$ cat config.mk
export PLATFORM = sky130hd
export DESIGN_NAME = button_hold_feedback_fader
export DESIGN_NICKNAME = d
export VERILOG_FILES = /design/src/bhf_pkg.sv /design/src/button_hold_feedback_fader.sv
export VERILOG_INCLUDE_DIRS = /design/src /design/src/src
export SDC_FILE = /design/constraint.sdc
export NUM_CORES = 2
export LEC_CHECK = 0
export BUFFER_PORTS_ARGS = -buffer_cell sky130_fd_sc_hd__buf_4
export CORE_MARGIN = 4
export CORE_UTILIZATION = 40
export DETAILED_ROUTE_END_ITERATION = 7
export PLACE_DENSITY = 0.67
export SETUP_SLACK_MARGIN = 0.3
export SLEW_MARGIN = 20
export SYNTH_ARGS = -nofsm -noshare
export SYNTH_HDL_FRONTEND = slang
export SYNTH_SLANG_ARGS = --single-unit
$ cat constraint.sdc
create_clock -name clk -period 23 [get_ports clk]
set_input_delay 1.15 -clock clk [delete_from_list [all_inputs] [get_ports clk]]
set_output_delay 1.15 -clock clk [all_outputs]
set_load 0.01 [all_outputs]
$ cat src/button_hold_feedback_fader_defines.svh
// Assertion macros shared by the fader RTL.
// Included by button_hold_feedback_fader; no other dependencies.
`ifndef BUTTON_HOLD_FEEDBACK_FADER_DEFINES_SVH
`define BUTTON_HOLD_FEEDBACK_FADER_DEFINES_SVH
// Implication checked on every edge outside reset.
`define BHF_ASSERT_IMP(lbl, ante, cons) \
  lbl: assert property (@(posedge clk) disable iff (!rst_n) (ante) |-> (cons)) \
    else $error("bhf check failed");
// Next-cycle implication.
`define BHF_ASSERT_NXT(lbl, ante, cons) \
  lbl: assert property (@(posedge clk) disable iff (!rst_n) (ante) |=> (cons)) \
    else $error("bhf check failed");
`endif

$ cat src/bhf_pkg.sv
// Package for the button hold feedback fader: payload types and constants.
// No dependencies.
`default_nettype none
package bhf_pkg;
  localparam int NUM_KEYS = 3;
  localparam int KEY_W = 2;

  localparam logic [2:0] CMD_INIT  = 3'd0;
  localparam logic [2:0] CMD_EVENT = 3'd1;
  localparam logic [2:0] CMD_CTX   = 3'd2;
  localparam logic [2:0] CMD_QUERY = 3'd3;
  localparam logic [2:0] CMD_FRAME = 3'd4;

  localparam logic [2:0] EV_PRESS   = 3'd0;
  localparam logic [2:0] EV_RELEASE = 3'd1;
  localparam logic [2:0] EV_LONG    = 3'd2;
  localparam logic [2:0] EV_VLONG   = 3'd3;

  localparam logic [1:0] REG_LONG_PRESS = 2'd0;
  localparam logic [1:0] REG_REL_WIN    = 2'd1;
  localparam logic [1:0] REG_FADE       = 2'd2;
  localparam logic [1:0] REG_IDLE       = 2'd3;

  localparam logic [10:0] Q_ONE = 11'd1024;
  localparam logic [11:0] EASE_K = 12'd3072;
  localparam logic [7:0] ALPHA_FULL = 8'd255;

  typedef struct packed {
    logic [2:0]  cmd;
    logic [1:0]  key_index;
    logic [2:0]  event_kind;
    logic [31:0] time_ms;
    logic [31:0] hold_duration_ms;
    logic [31:0] scene_scope;
    logic [31:0] scene_generation;
    logic        scene_enable;
    logic        want_long;
    logic [2:0]  boot_held_mask;
  } bhf_in_t;

  typedef struct packed {
    logic [1:0] key_phase;
    logic [1:0] action_phase;
    logic [7:0] opacity;
  } bhf_out_t;
endpackage
`default_nettype wire

$ cat src/button_hold_feedback_fader.sv
// Button hold feedback fader; depends on bhf_pkg and button_hold_feedback_fader_defines.svh.
// Flow: a non-frame item is executed and its result is offered; a frame item runs an
// 11-step restoring divider for the fade fraction, then a shared 32x32 multiplier
// for the smoothstep and the blend, and skips the divider when the fade has already run out.
// in_stall holds until the result is taken, so a new item is taken only after the last one is out.
// Reset (rst_n, synchronous) clears the control and scene state and loads register defaults.
`default_nettype none
`include "button_hold_feedback_fader_defines.svh"
module button_hold_feedback_fader (
  input  wire logic             clk,
  input  wire logic             rst_n,
  input  wire logic             in_valid,
  output logic                  in_stall,
  input  wire bhf_pkg::bhf_in_t in_data,
  output logic                  out_valid,
  input  wire logic             out_stall,
  output bhf_pkg::bhf_out_t     out_data,
  input  wire logic             cfg_psel,
  input  wire logic             cfg_penable,
  input  wire logic             cfg_pwrite,
  input  wire logic [3:0]       cfg_paddr,
  input  wire logic [31:0]      cfg_pwdata,
  output logic [31:0]           cfg_prdata,
  output logic                  cfg_pready
);
  import bhf_pkg::*;

  typedef enum logic [3:0] {
    S_IDLE, S_EXEC, S_DIV, S_M1, S_M2, S_M3, S_FIN, S_OUT
  } state_t;

  state_t state_r;
  bhf_in_t it_r;
  bhf_out_t res_r;
  logic [15:0] long_press_r, rel_win_r, fade_r, idle_r;

  logic [NUM_KEYS-1:0] blocked_r, key_down_r, key_long_r, rel_long_r, has_rel_r;
  logic feedback_on_r, had_act_r, fade_started_r;
  logic [31:0] cur_scope_r, cur_gen_r, last_act_r, fade_start_r;
  logic [7:0] alpha_now_r, alpha_from_r, alpha_goal_r;
  logic [31:0] p_scope_r [NUM_KEYS];
  logic [31:0] p_gen_r [NUM_KEYS];
  logic [31:0] rel_time_r [NUM_KEYS];
  logic [31:0] rel_scope_r [NUM_KEYS];

  // Divider and multiplier working registers.
  logic [31:0] age_r;
  logic [3:0] cnt_r;
  logic [16:0] rem_r;
  logic [10:0] q_r;
  logic [63:0] prod_r;

  // Shared multiplier.
  logic [31:0] mul_a, mul_b;
  logic [63:0] mul_p;
  assign mul_p = mul_a * mul_b;

  logic [11:0] k2q;
  assign k2q = EASE_K - {q_r, 1'b0};
  logic signed [9:0] dgoal;
  assign dgoal = $signed({2'b0, alpha_goal_r}) - $signed({2'b0, alpha_from_r});

  always_comb begin
    mul_a = '0;
    mul_b = '0;
    case (state_r)
      S_M1: begin
        mul_a = {21'd0, q_r};
        mul_b = {21'd0, q_r};
      end
      S_M2: begin
        mul_a = prod_r[31:0];
        mul_b = {20'd0, k2q};
      end
      S_M3: begin
        // |dgoal| times ease, sign applied after.
        mul_a = {22'd0, (dgoal < 0) ? 10'(-dgoal) : dgoal};
        mul_b = {21'd0, prod_r[30:20]};
      end
      default: ;
    endcase
  end

  logic kvalid;
  logic [KEY_W-1:0] k;
  assign k = it_r.key_index;
  assign kvalid = 32'(k) < NUM_KEYS;

  logic [16:0] rem_sh;
  assign rem_sh = {rem_r[15:0], 1'b0};

  logic [31:0] idle_age;
  assign idle_age = it_r.time_ms - last_act_r;

  always_ff @(posedge clk) begin
    if (!rst_n) begin
      state_r <= S_IDLE;
      long_press_r <= 16'd1000;
      rel_win_r <= 16'd1000;
      fade_r <= 16'd300;
      idle_r <= 16'd5000;
      blocked_r <= '0; key_down_r <= '0; key_long_r <= '0;
      rel_long_r <= '0; has_rel_r <= '0;
      feedback_on_r <= 1'b0; had_act_r <= 1'b0; fade_started_r <= 1'b0;
      cur_scope_r <= '0; cur_gen_r <= '0; last_act_r <= '0; fade_start_r <= '0;
      alpha_now_r <= '0; alpha_from_r <= '0; alpha_goal_r <= '0;
      for (int i = 0; i < NUM_KEYS; i++) begin
        p_scope_r[i] <= '0; p_gen_r[i] <= '0;
        rel_time_r[i] <= '0; rel_scope_r[i] <= '0;
      end
    end else begin
      if (cfg_psel && cfg_penable && cfg_pwrite) begin
        case (cfg_paddr[3:2])
          REG_LONG_PRESS: long_press_r <= cfg_pwdata[15:0];
          REG_REL_WIN:    rel_win_r <= cfg_pwdata[15:0];
          REG_FADE:       fade_r <= cfg_pwdata[15:0];
          REG_IDLE:       idle_r <= cfg_pwdata[15:0];
          default: ;
        endcase
      end
      case (state_r)
        S_IDLE: begin
          if (in_valid) begin
            it_r <= in_data;
            state_r <= S_EXEC;
          end
        end
        S_EXEC: begin
          bhf_out_t res_v;
          logic frame_go;
          logic fade_done;
          res_v = '0;
          frame_go = (it_r.cmd == CMD_FRAME) && feedback_on_r &&
                     !(!had_act_r && fade_started_r);
          fade_done = (it_r.time_ms - fade_start_r) >= {16'd0, fade_r};
          // A frame that fades skips the divider once the fade has run out.
          state_r <= !frame_go ? S_OUT : (fade_done ? S_M1 : S_DIV);
          case (it_r.cmd)
            CMD_INIT: begin
              key_down_r <= '0; key_long_r <= '0; rel_long_r <= '0; has_rel_r <= '0;
              feedback_on_r <= 1'b0; had_act_r <= 1'b0; fade_started_r <= 1'b0;
              cur_scope_r <= '0; cur_gen_r <= '0; last_act_r <= '0;
              fade_start_r <= '0;
              alpha_now_r <= '0; alpha_from_r <= '0; alpha_goal_r <= '0;
              for (int i = 0; i < NUM_KEYS; i++) begin
                p_scope_r[i] <= '0; p_gen_r[i] <= '0;
                rel_time_r[i] <= '0; rel_scope_r[i] <= '0;
              end
              blocked_r <= it_r.boot_held_mask[NUM_KEYS-1:0];
            end
            CMD_EVENT: begin
              if (kvalid) begin
                if (blocked_r[k]) begin
                  if (it_r.event_kind == EV_RELEASE) blocked_r[k] <= 1'b0;
                end else begin
                  if ((it_r.event_kind == EV_PRESS && !key_down_r[k]) ||
                      (it_r.event_kind == EV_RELEASE && key_down_r[k])) begin
                    last_act_r <= it_r.time_ms;
                    had_act_r <= 1'b1;
                  end
                  if (it_r.event_kind == EV_PRESS) begin
                    if (!key_down_r[k]) begin
                      key_down_r[k] <= 1'b1;
                      key_long_r[k] <= 1'b0;
                      p_scope_r[k] <= cur_scope_r;
                      p_gen_r[k] <= feedback_on_r ? cur_gen_r : ~cur_gen_r;
                    end
                  end else if (it_r.event_kind == EV_RELEASE) begin
                    if (key_down_r[k] && feedback_on_r && p_scope_r[k] == cur_scope_r &&
                        p_gen_r[k] == cur_gen_r) begin
                      rel_time_r[k] <= it_r.time_ms;
                      rel_long_r[k] <= it_r.hold_duration_ms >= {16'd0, long_press_r};
                      rel_scope_r[k] <= cur_scope_r;
                      has_rel_r[k] <= 1'b1;
                    end
                    key_down_r[k] <= 1'b0;
                    key_long_r[k] <= 1'b0;
                  end else if ((it_r.event_kind == EV_LONG ||
                                it_r.event_kind == EV_VLONG) && key_down_r[k]) begin
                    key_long_r[k] <= 1'b1;
                  end
                end
              end
            end
            CMD_CTX: begin
              if (feedback_on_r && !it_r.scene_enable) begin
                blocked_r <= blocked_r | key_down_r;
                key_down_r <= '0; key_long_r <= '0; has_rel_r <= '0;
                alpha_now_r <= '0; alpha_from_r <= '0; alpha_goal_r <= '0;
                had_act_r <= 1'b0; fade_started_r <= 1'b1;
              end
              cur_scope_r <= it_r.scene_scope;
              cur_gen_r <= it_r.scene_generation;
              feedback_on_r <= it_r.scene_enable;
            end
            CMD_QUERY: begin
              if (kvalid) begin
                if (key_down_r[k] && feedback_on_r && p_scope_r[k] == it_r.scene_scope &&
                    p_gen_r[k] == cur_gen_r)
                  res_v.key_phase = key_long_r[k] ? 2'd2 : 2'd1;
                if (has_rel_r[k] && rel_scope_r[k] == it_r.scene_scope &&
                    rel_long_r[k] == it_r.want_long &&
                    (it_r.time_ms - rel_time_r[k]) < {16'd0, rel_win_r})
                  res_v.action_phase = rel_long_r[k] ? 2'd2 : 2'd1;
              end
            end
            CMD_FRAME: begin
              if (frame_go) begin
                if (!fade_started_r) begin
                  fade_started_r <= 1'b1;
                  if (!had_act_r) begin
                    last_act_r <= it_r.time_ms;
                    had_act_r <= 1'b1;
                  end
                end
                age_r <= it_r.time_ms - fade_start_r;
                rem_r <= '0;
                q_r <= fade_done ? Q_ONE : 11'd0;
                cnt_r <= 4'd10;
              end
            end
            default: ;
          endcase
          res_r <= res_v;
        end
        S_DIV: begin
          // Restoring division of age*1024 by fade_ms; age < fade_ms < 2^16.
          logic [16:0] r;
          r = (cnt_r == 4'd10) ? {1'b0, age_r[15:0]} : rem_sh;
          if (r >= {1'b0, fade_r}) begin
            rem_r <= r - {1'b0, fade_r};
            q_r <= {q_r[9:0], 1'b1};
          end else begin
            rem_r <= r;
            q_r <= {q_r[9:0], 1'b0};
          end
          if (cnt_r == 4'd0) state_r <= S_M1;
          else cnt_r <= cnt_r - 4'd1;
        end
        S_M1: begin
          prod_r <= mul_p;
          state_r <= S_M2;
        end
        S_M2: begin
          prod_r <= mul_p;
          state_r <= S_M3;
        end
        S_M3: begin
          prod_r <= mul_p;
          state_r <= S_FIN;
        end
        S_FIN: begin
          logic [9:0] mag;
          logic [7:0] an;
          logic [7:0] tgt;
          mag = prod_r[19:10];
          an = (dgoal < 0) ? alpha_from_r - mag[7:0] : alpha_from_r + mag[7:0];
          tgt = ((|key_down_r) || idle_age < {16'd0, idle_r}) ? ALPHA_FULL : 8'd0;
          alpha_now_r <= an;
          res_r.opacity <= an;
          if (tgt != alpha_goal_r) begin
            alpha_from_r <= an;
            alpha_goal_r <= tgt;
            fade_start_r <= it_r.time_ms;
          end
          state_r <= S_OUT;
        end
        S_OUT: begin
          if (!out_stall) state_r <= S_IDLE;
        end
        default: state_r <= S_IDLE;
      endcase
    end
  end

  assign in_stall = (state_r != S_IDLE);
  assign out_valid = (state_r == S_OUT);
  assign out_data = res_r;
  assign cfg_pready = 1'b1;

  always_comb begin
    case (cfg_paddr[3:2])
      REG_LONG_PRESS: cfg_prdata = {16'd0, long_press_r};
      REG_REL_WIN:    cfg_prdata = {16'd0, rel_win_r};
      REG_FADE:       cfg_prdata = {16'd0, fade_r};
      REG_IDLE:       cfg_prdata = {16'd0, idle_r};
      default:        cfg_prdata = '0;
    endcase
  end

  `BHF_ASSERT_IMP(a_one_side, out_valid, in_stall)
  `BHF_ASSERT_NXT(a_hold_out, out_valid && out_stall, out_valid && $stable(out_data))
  `BHF_ASSERT_IMP(a_phase_range, out_valid, out_data.key_phase != 2'd3)
endmodule
`default_nettype wire
# After elaboration in Yosys (flattened, before gate mapping)
# Memory sizes are Yosys's and may differ from the RTL's. A register that Yosys moved wholly into a read port is not among the register bits.
# Index checks and enable logic that the tools add are counted.
dict set report op_classes {
  n_addsub 10
  n_mul 1
  n_lt_le_gt_ge 9
  eq_ne 48
  muxes 153
  bitwise_logic 21
  reduce_logical 70
}
# op n
set ops {}
lappend ops {{$mux W32} 25}
lappend ops {{$pmux W32 S2} 3}
lappend ops {{$pmux W32 S3} 2}
lappend ops {{$eq A32 B32 Y1} 4}
lappend ops {{$pmux W32 S4} 1}
lappend ops {{$reduce_or A32 Y1} 4}
lappend ops {{$sub A32 B32 Y32} 3}
lappend ops {{$mux W3} 27}
lappend ops {{$ge A32 B16 Y1} 2}
lappend ops {{$lt A32 B16 Y1} 2}
lappend ops {{$pmux W8 S2} 4}
lappend ops {{$mux W16} 3}
lappend ops {{$mux W1} 42}
lappend ops {{$mux W8} 5}
lappend ops {{$pmux W12 S3} 1}
lappend ops {{$pmux W3 S3} 4}
lappend ops {{$ne A2 B2 Y1 const B} 17}
lappend ops {{$mux W11} 3}
lappend ops {{$mul A32 B12 Y32} 1}
lappend ops {{$not A32 Y32} 1}
lappend ops {{$pmux W16 S2} 1}
lappend ops {{$pmux W4 S8} 1}
lappend ops {{$mux W4} 6}
lappend ops {{$reduce_and A8 Y1} 3}
lappend ops {{other kinds (59)} 147}
dict set report totals {
  regBits 462
  mem_bits_rw 384
  inputBits 184
  output_inout_bits 47
  wordCells 353
  memories 4
}
# name depth word_bits rd rd_ports_with_merged_regs write_ports line_no
set mem_list {}
lappend mem_list {p_gen_r 3 32 1 1 3 button_hold_feedback_fader.sv:42} ;# logic [31:0] p_gen_r [NUM_KEYS];
lappend mem_list {p_scope_r 3 32 1 1 3 button_hold_feedback_fader.sv:41} ;# logic [31:0] p_scope_r [NUM_KEYS];
lappend mem_list {rel_scope_r 3 32 1 1 3 button_hold_feedback_fader.sv:44} ;# logic [31:0] rel_scope_r [NUM_KEYS];
lappend mem_list {rel_time_r 3 32 1 1 3 button_hold_feedback_fader.sv:43} ;# logic [31:0] rel_time_r [NUM_KEYS];

# Longest topological paths before layout
dict set report depth {
  word_depth 16
  depth_mapped 39
  ltp_nobuf 38
}

# Worst setup path after synthesis
# Ideal clock, no wire load.
dict set report synth_path {
  path_type {flip-flop to flip-flop}
  from {register alpha_goal_r[6]}
  to {register prod_r[30], data pin}
  setup_time_ps 260
  t_arrival_ps 7871
  required_ps 22740
  slack_ps 14869
  stages_incl_launch_ff 38
  n_path_buf 1
  period_less_slack_ps 8131
  cell_sequence {dfxtp_1 -> inv_1 -> ha_1 -> inv_1 -> fa_1 -> a21o_1 -> a21oi_1 -> o21bai_1 -> a21oi_1 -> o21bai_1 -> a21oi_1 -> o31ai_1 -> xor2_1 -> nand2_1 -> o21ai_0 -> o21ai_0 -> clkbuf_1 -> nand2_1 -> [2 not listed] -> fa_1 -> inv_1 -> fa_1 -> inv_1 -> fa_1 -> inv_1 -> ha_1 -> or3_1 -> o221a_2 -> o41a_1 -> a41oi_1 -> a2111oi_0 -> nor2_1 -> a21oi_1 -> nand4_1 -> nand4b_1 -> a21oi_1 -> xnor2_1}
}
dict set report synth_between {
  elab_chain_len 5
  elab_cells_between_ends 6
  cone_classes {add/sub: 2; mul: 1; order compare: 1; mux: 2}
}
# item line_no
set synth_lines {}
lappend synth_lines {{start: declaration} button_hold_feedback_fader.sv:40} ;# logic [7:0] alpha_now_r, alpha_from_r, alpha_goal_r;
lappend synth_lines {{start signal: assignment} button_hold_feedback_fader.sv:263} ;# alpha_goal_r <= tgt;
lappend synth_lines {{$sub A8 B8 Y9 *} button_hold_feedback_fader.sv:61} ;# assign dgoal = $signed({2'b0, alpha_goal_r}) - $signed({2'b0, alpha_from_r});
lappend synth_lines {{$neg A9 Y10 / $lt A9 B1 Y1 (equally long branches)} button_hold_feedback_fader.sv:77} ;# mul_a = {22'd0, (dgoal < 0) ? 10'(-dgoal) : dgoal};
lappend synth_lines {{$mux W10 *} button_hold_feedback_fader.sv:77}
lappend synth_lines {{$pmux W32 S3 *} button_hold_feedback_fader.sv:66} ;# case (state_r)
lappend synth_lines {{$mul A32 B12 Y32 *} button_hold_feedback_fader.sv:56} ;# assign mul_p = mul_a * mul_b;
lappend synth_lines {{net mul_p[30]} button_hold_feedback_fader.sv:55} ;# logic [63:0] mul_p;
lappend synth_lines {{end signal: assignment} button_hold_feedback_fader.sv:241} ;# prod_r <= mul_p;
lappend synth_lines {{end signal: assignment} button_hold_feedback_fader.sv:245} ;# prod_r <= mul_p;
lappend synth_lines {{end signal: assignment} button_hold_feedback_fader.sv:249} ;# prod_r <= mul_p;
lappend synth_lines {{end: declaration} button_hold_feedback_fader.sv:51} ;# logic [63:0] prod_r;
# The timed path passes the listed nets; every way through them passes the cells marked *.
# A chain may end at the register's enable or synchronous reset.

# Worst setup path after layout
# Ends and elaborated chain as after synthesis.

==> tab_implementation.tex <==
\begin{tabular}{lr}
\hline
Metric & Value \\
\hline
\multicolumn{2}{l}{\textbf{GRT}} \\
Global-route wire length before repair & 230,000 µm \\
Number of antenna violations at the first check in global routing & 9 \\
Aggregate global routing overflow & 0 \\
Via count of the first global-routing pass & 39,800 \\
Pin count of the biggest net entering global routing & 132 \\
Overall routing resource usage & 0.199 \\
\multicolumn{2}{l}{\textbf{Detailed routing}} \\
Vias/cell & 5.37 \\
DR WL met3 & 11,200 µm \\
Met2 wire length & 68,800 µm \\
Number of routed nets with antenna violations & 0 \\
Detailed-routing wirelength on met1 & 64,900 µm \\
Number of search-and-repair iterations in the first detailed-routing pass & 5 \\
Top Layer Used & met5 \\
Total number of vias & 39,900 \\
Detailed-route wire length & 149,000 µm \\
DRC violations left & 0 \\
Drt first-iter violations & 3,293 \\
Wire length per cell & 20.0 µm \\
\multicolumn{2}{l}{\textbf{STA}} \\
Final Critical Period & 9.73 ns \\
Hold\_ws & 0.451 ns \\
Worst setup skew after layout & 0.0362 ns \\
Actual transition at the worst max-transition pin & 1.11 ns \\
Final Cycle Share & 0.423 \\
Final number of setup-violating endpoints & 0 \\
Max-slew violation count & 0 \\
Timing-limited maximum frequency & 103 MHz \\
Summed negative setup slack over all endpoints & 0 ns \\
Unrepaired setup endpoints after global routing & false \\
Max-slew headroom & 0.259 \\
Number of hold violations in the final report & 0 \\
\multicolumn{2}{l}{\textbf{Place}} \\
Last weighted congestion value of the routability-driven placer & 0.893 \\
DP HPWL & 101,000 µm \\
Input/output buffers & 195 \\
DP Area & 0.0609 mm² \\
\multicolumn{2}{l}{\textbf{Die}} \\
I/O pin total & 231 \\
Std cell rows & 138 \\
Starting Density & 0.403 \\
Die Outline Area & 0.149 mm² \\
Area of the core & 0.142 mm² \\
Chip width & 386 µm \\
Die Ht & 386 µm \\
\multicolumn{2}{l}{\textbf{Power and ir drop}} \\
Design Power & 0.00491 W \\
Power Density & 76.3 mW/mm² \\
Largest voltage drop on the vdd net & 67.7 µV \\
Internal Dissipation & 0.00342 W \\
Relative contribution of the clock network to total power & 0.347 \\
Cell leakage power & 26.0 nW \\
Combinational Power Share & 0.229 \\
Net switching power & 0.00149 W \\
Fraction of power spent switching nets & 0.304 \\
Sequential fraction of design power & 0.424 \\
\multicolumn{2}{l}{\textbf{Worst setup path}} \\
Startpoint kind of the worst setup timing path & register \\
Crit path largest cell delay & 0.78 ns \\
CP required & 23.47 ns \\
CP max-delay cell & sky130\_fd\_sc\_hd\_\_a2111oi\_1 \\
Biggest fanout along the worst timing path & 16 \\
Worst endpoint data arrival time & 10.20 ns \\
Sort of element at the end of the critical path & register \\
Path type of the worst setup path & reg -> reg \\
\multicolumn{2}{l}{\textbf{Yosys}} \\
Average cell area after synthesis & 10.9 µm² \\
Yosys warnings & 0 \\
Synth async-reset ratio & 0 \\
Netlist Area Pre-Place & 0.0570 mm² \\
Number of enable flip-flop cells after synthesis & 743 \\
Number of distinct library cells after synthesis & 91 \\
Prevailing post-synth register cell & sky130\_fd\_sc\_hd\_\_edfxtp\_1 \\
Seq cells post-synth & 967 \\
Portion of the post-synthesis area used by sequential elements & 0.470 \\
Post-synthesis cell count & 5,222 \\
\multicolumn{2}{l}{\textbf{Min path}} \\
Path class of the lowest-slack min-delay path & reg -> reg \\
\multicolumn{2}{l}{\textbf{Finish}} \\
Highest-count cells in the layout ignoring fill and taps & sky130\_fd\_sc\_hd\_\_edfxtp\_1, sky130\_fd\_sc\_hd\_\_nand2\_1, sky130\_fd\_sc\_hd\_\_inv\_1 \\
Proportion of layout cells with a drive suffix above 1 & 0.112 \\
Leading cell type in the layout, fill and taps excluded & sky130\_fd\_sc\_hd\_\_edfxtp\_1 \\
Area of all placed cells without fillers & 0.0644 mm² \\
Synthesis-to-layout area growth & 12.8\% \\
\# nets final & 6,120 \\
\multicolumn{2}{l}{\textbf{Clocking}} \\
Clk\_lat worst skew & 0.73 ns \\
Clock tree from TritonCTS & built \\
Hold-fix buffer count after cts & 0 \\
Post-CTS setup buffers & 0 \\
H-tree depth & 3 \\
\# clock sinks & 967 \\
CTS root buffer & sky130\_fd\_sc\_hd\_\_clkbuf\_16 \\
Total of cells resized after clock tree synthesis & 0 \\
Num CTS Buffers & 101 \\
Clock slew seen by the registers of the worst setup and hold paths & 0.06 ns \\
Maximum clock insertion buffer count & 3 \\
\multicolumn{2}{l}{\textbf{Flow run}} \\
Max capacitance violation total & 0 \\
\multicolumn{2}{l}{\textbf{Outcome}} \\
Outcome & finished, final reports clean \\
\hline
\end{tabular}
## registers in the layout, summed over array words and instances, names as in the netlist, 31 cells and up, named ones only
signal        cells
p_gen_r         128
fade_start_r     32
cur_gen_r        32
p_scope_r       128
it_r            139
rel_scope_r     128
cur_scope_r      32
rel_time_r      128
prod_r           31
last_act_r       32
## power by group through the flow
stage                     combinational, W  sequential, W  clock [W]
after floorplan                   0.000806        0.00208          0
after CTS                          0.00113        0.00208    0.00174
final                              0.00112        0.00208    0.00171
after detailed placement           0.00111        0.00212          0
after global placement             0.00110        0.00211          0
after global routing               0.00124        0.00209    0.00182
## cells in the mapped netlist, types with 15 or more instances
cell type / n / area [µm²]
sky130_fd_sc_hd__nand2b_1: 26 / 163
sky130_fd_sc_hd__inv_1: 524 / 1970
sky130_fd_sc_hd__and3_1: 314 / 1960
sky130_fd_sc_hd__mux4_2: 144 / 3240
sky130_fd_sc_hd__edfxtp_1: 743 / 22300
sky130_fd_sc_hd__buf_4: 19 / 143
sky130_fd_sc_hd__nor3_1: 48 / 240
sky130_fd_sc_hd__nand4_1: 42 / 263
sky130_fd_sc_hd__a22oi_1: 15 / 113
sky130_fd_sc_hd__a211oi_1: 18 / 135
sky130_fd_sc_hd__o21a_1: 40 / 300
sky130_fd_sc_hd__o211ai_1: 32 / 240
sky130_fd_sc_hd__nor4_1: 39 / 244
sky130_fd_sc_hd__a31oi_1: 20 / 125
sky130_fd_sc_hd__dfxtp_1: 224 / 4480
sky130_fd_sc_hd__a21oi_1: 290 / 1450
sky130_fd_sc_hd__mux2i_1: 70 / 701
sky130_fd_sc_hd__xnor2_1: 165 / 1450
sky130_fd_sc_hd__o21bai_1: 15 / 113
sky130_fd_sc_hd__nand3_1: 90 / 450
sky130_fd_sc_hd__buf_1: 15 / 56.3
sky130_fd_sc_hd__ha_1: 239 / 2990
sky130_fd_sc_hd__fa_1: 235 / 4700
sky130_fd_sc_hd__buf_2: 33 / 165
sky130_fd_sc_hd__and2_1: 41 / 257
sky130_fd_sc_hd__nor2_1: 309 / 1160
sky130_fd_sc_hd__xor2_1: 137 / 1200
sky130_fd_sc_hd__a21o_1: 58 / 435
sky130_fd_sc_hd__o21ai_0: 105 / 526
sky130_fd_sc_hd__nand2_1: 731 / 2740
sky130_fd_sc_hd__nor2b_1: 30 / 188
sky130_fd_sc_hd__clkbuf_1: 208 / 781
## per-stage QoR
stage          cells   util  worst slack, ns
2_1_floorplan   5384      -            14.87
3_3_place_gp    7249  0.430            12.88
3_5_place_dp    7249  0.430            12.70
4_1_cts         7440  0.455            12.65
5_1_grt         7443  0.455            12.43
6_report        7443  0.455            13.27
## logic make-up after synthesis
kind of cell	count (synthesis)	share of synthesized area
buffers and inverters	811	0.0567
adders and majority gates	474	0.135
xor gates and xnor gates	302	0.0464
DFF	967	0.470
other	2	0.000132
and+or+nand+nor	1724	0.142
AOI/OAI and AO/OA	721	0.0798
muxes	221	0.0706
## worst max-delay path, delay by kind of cell, from the launching register on
family | cells | cell delay [ns]
xor gates and xnor gates | 2 | 0.32
AOI/OAI and AO/OA | 15 | 4.31
buffers and inverters | 5 | 0.32
and+or+nand+nor | 5 | 0.82
adders and majority gates | 8 | 3.14
muxes | 1 | 0.13
DFF | 1 | 0.44
## area by class of cell
cell class,instances,area [µm²]
clock buffer,137,2750
multi-input combinational,3606,27800
fill,13200,77200
timing repair buffer,260,1960
tap,1890,2360
antenna,3,7.51
clock inverter,54,698
sequential,967,26800
inverter,526,1980
## routing by layer
layer / up-vias / track usage
li1: 18500 / -
met1: 19900 / 0.276
met2: 1294 / 0.319
met3: 210 / 0.0382
met4: 2 / 0.0567
met5: - / 0
## path summary, 6_finish.rpt
check                                      to            start  depth (start not counted)  slack, ns
worst max-delay path               prod_r[30]  alpha_goal_r[6]                         36      13.27
worst min-delay path            last_act_r[2]    last_act_r[2]                          2       0.45
worst max register to register     prod_r[30]  alpha_goal_r[6]                         36      13.27
worst min register to register  last_act_r[2]    last_act_r[2]                          2       0.45
(Power assumes the default switching activity.)
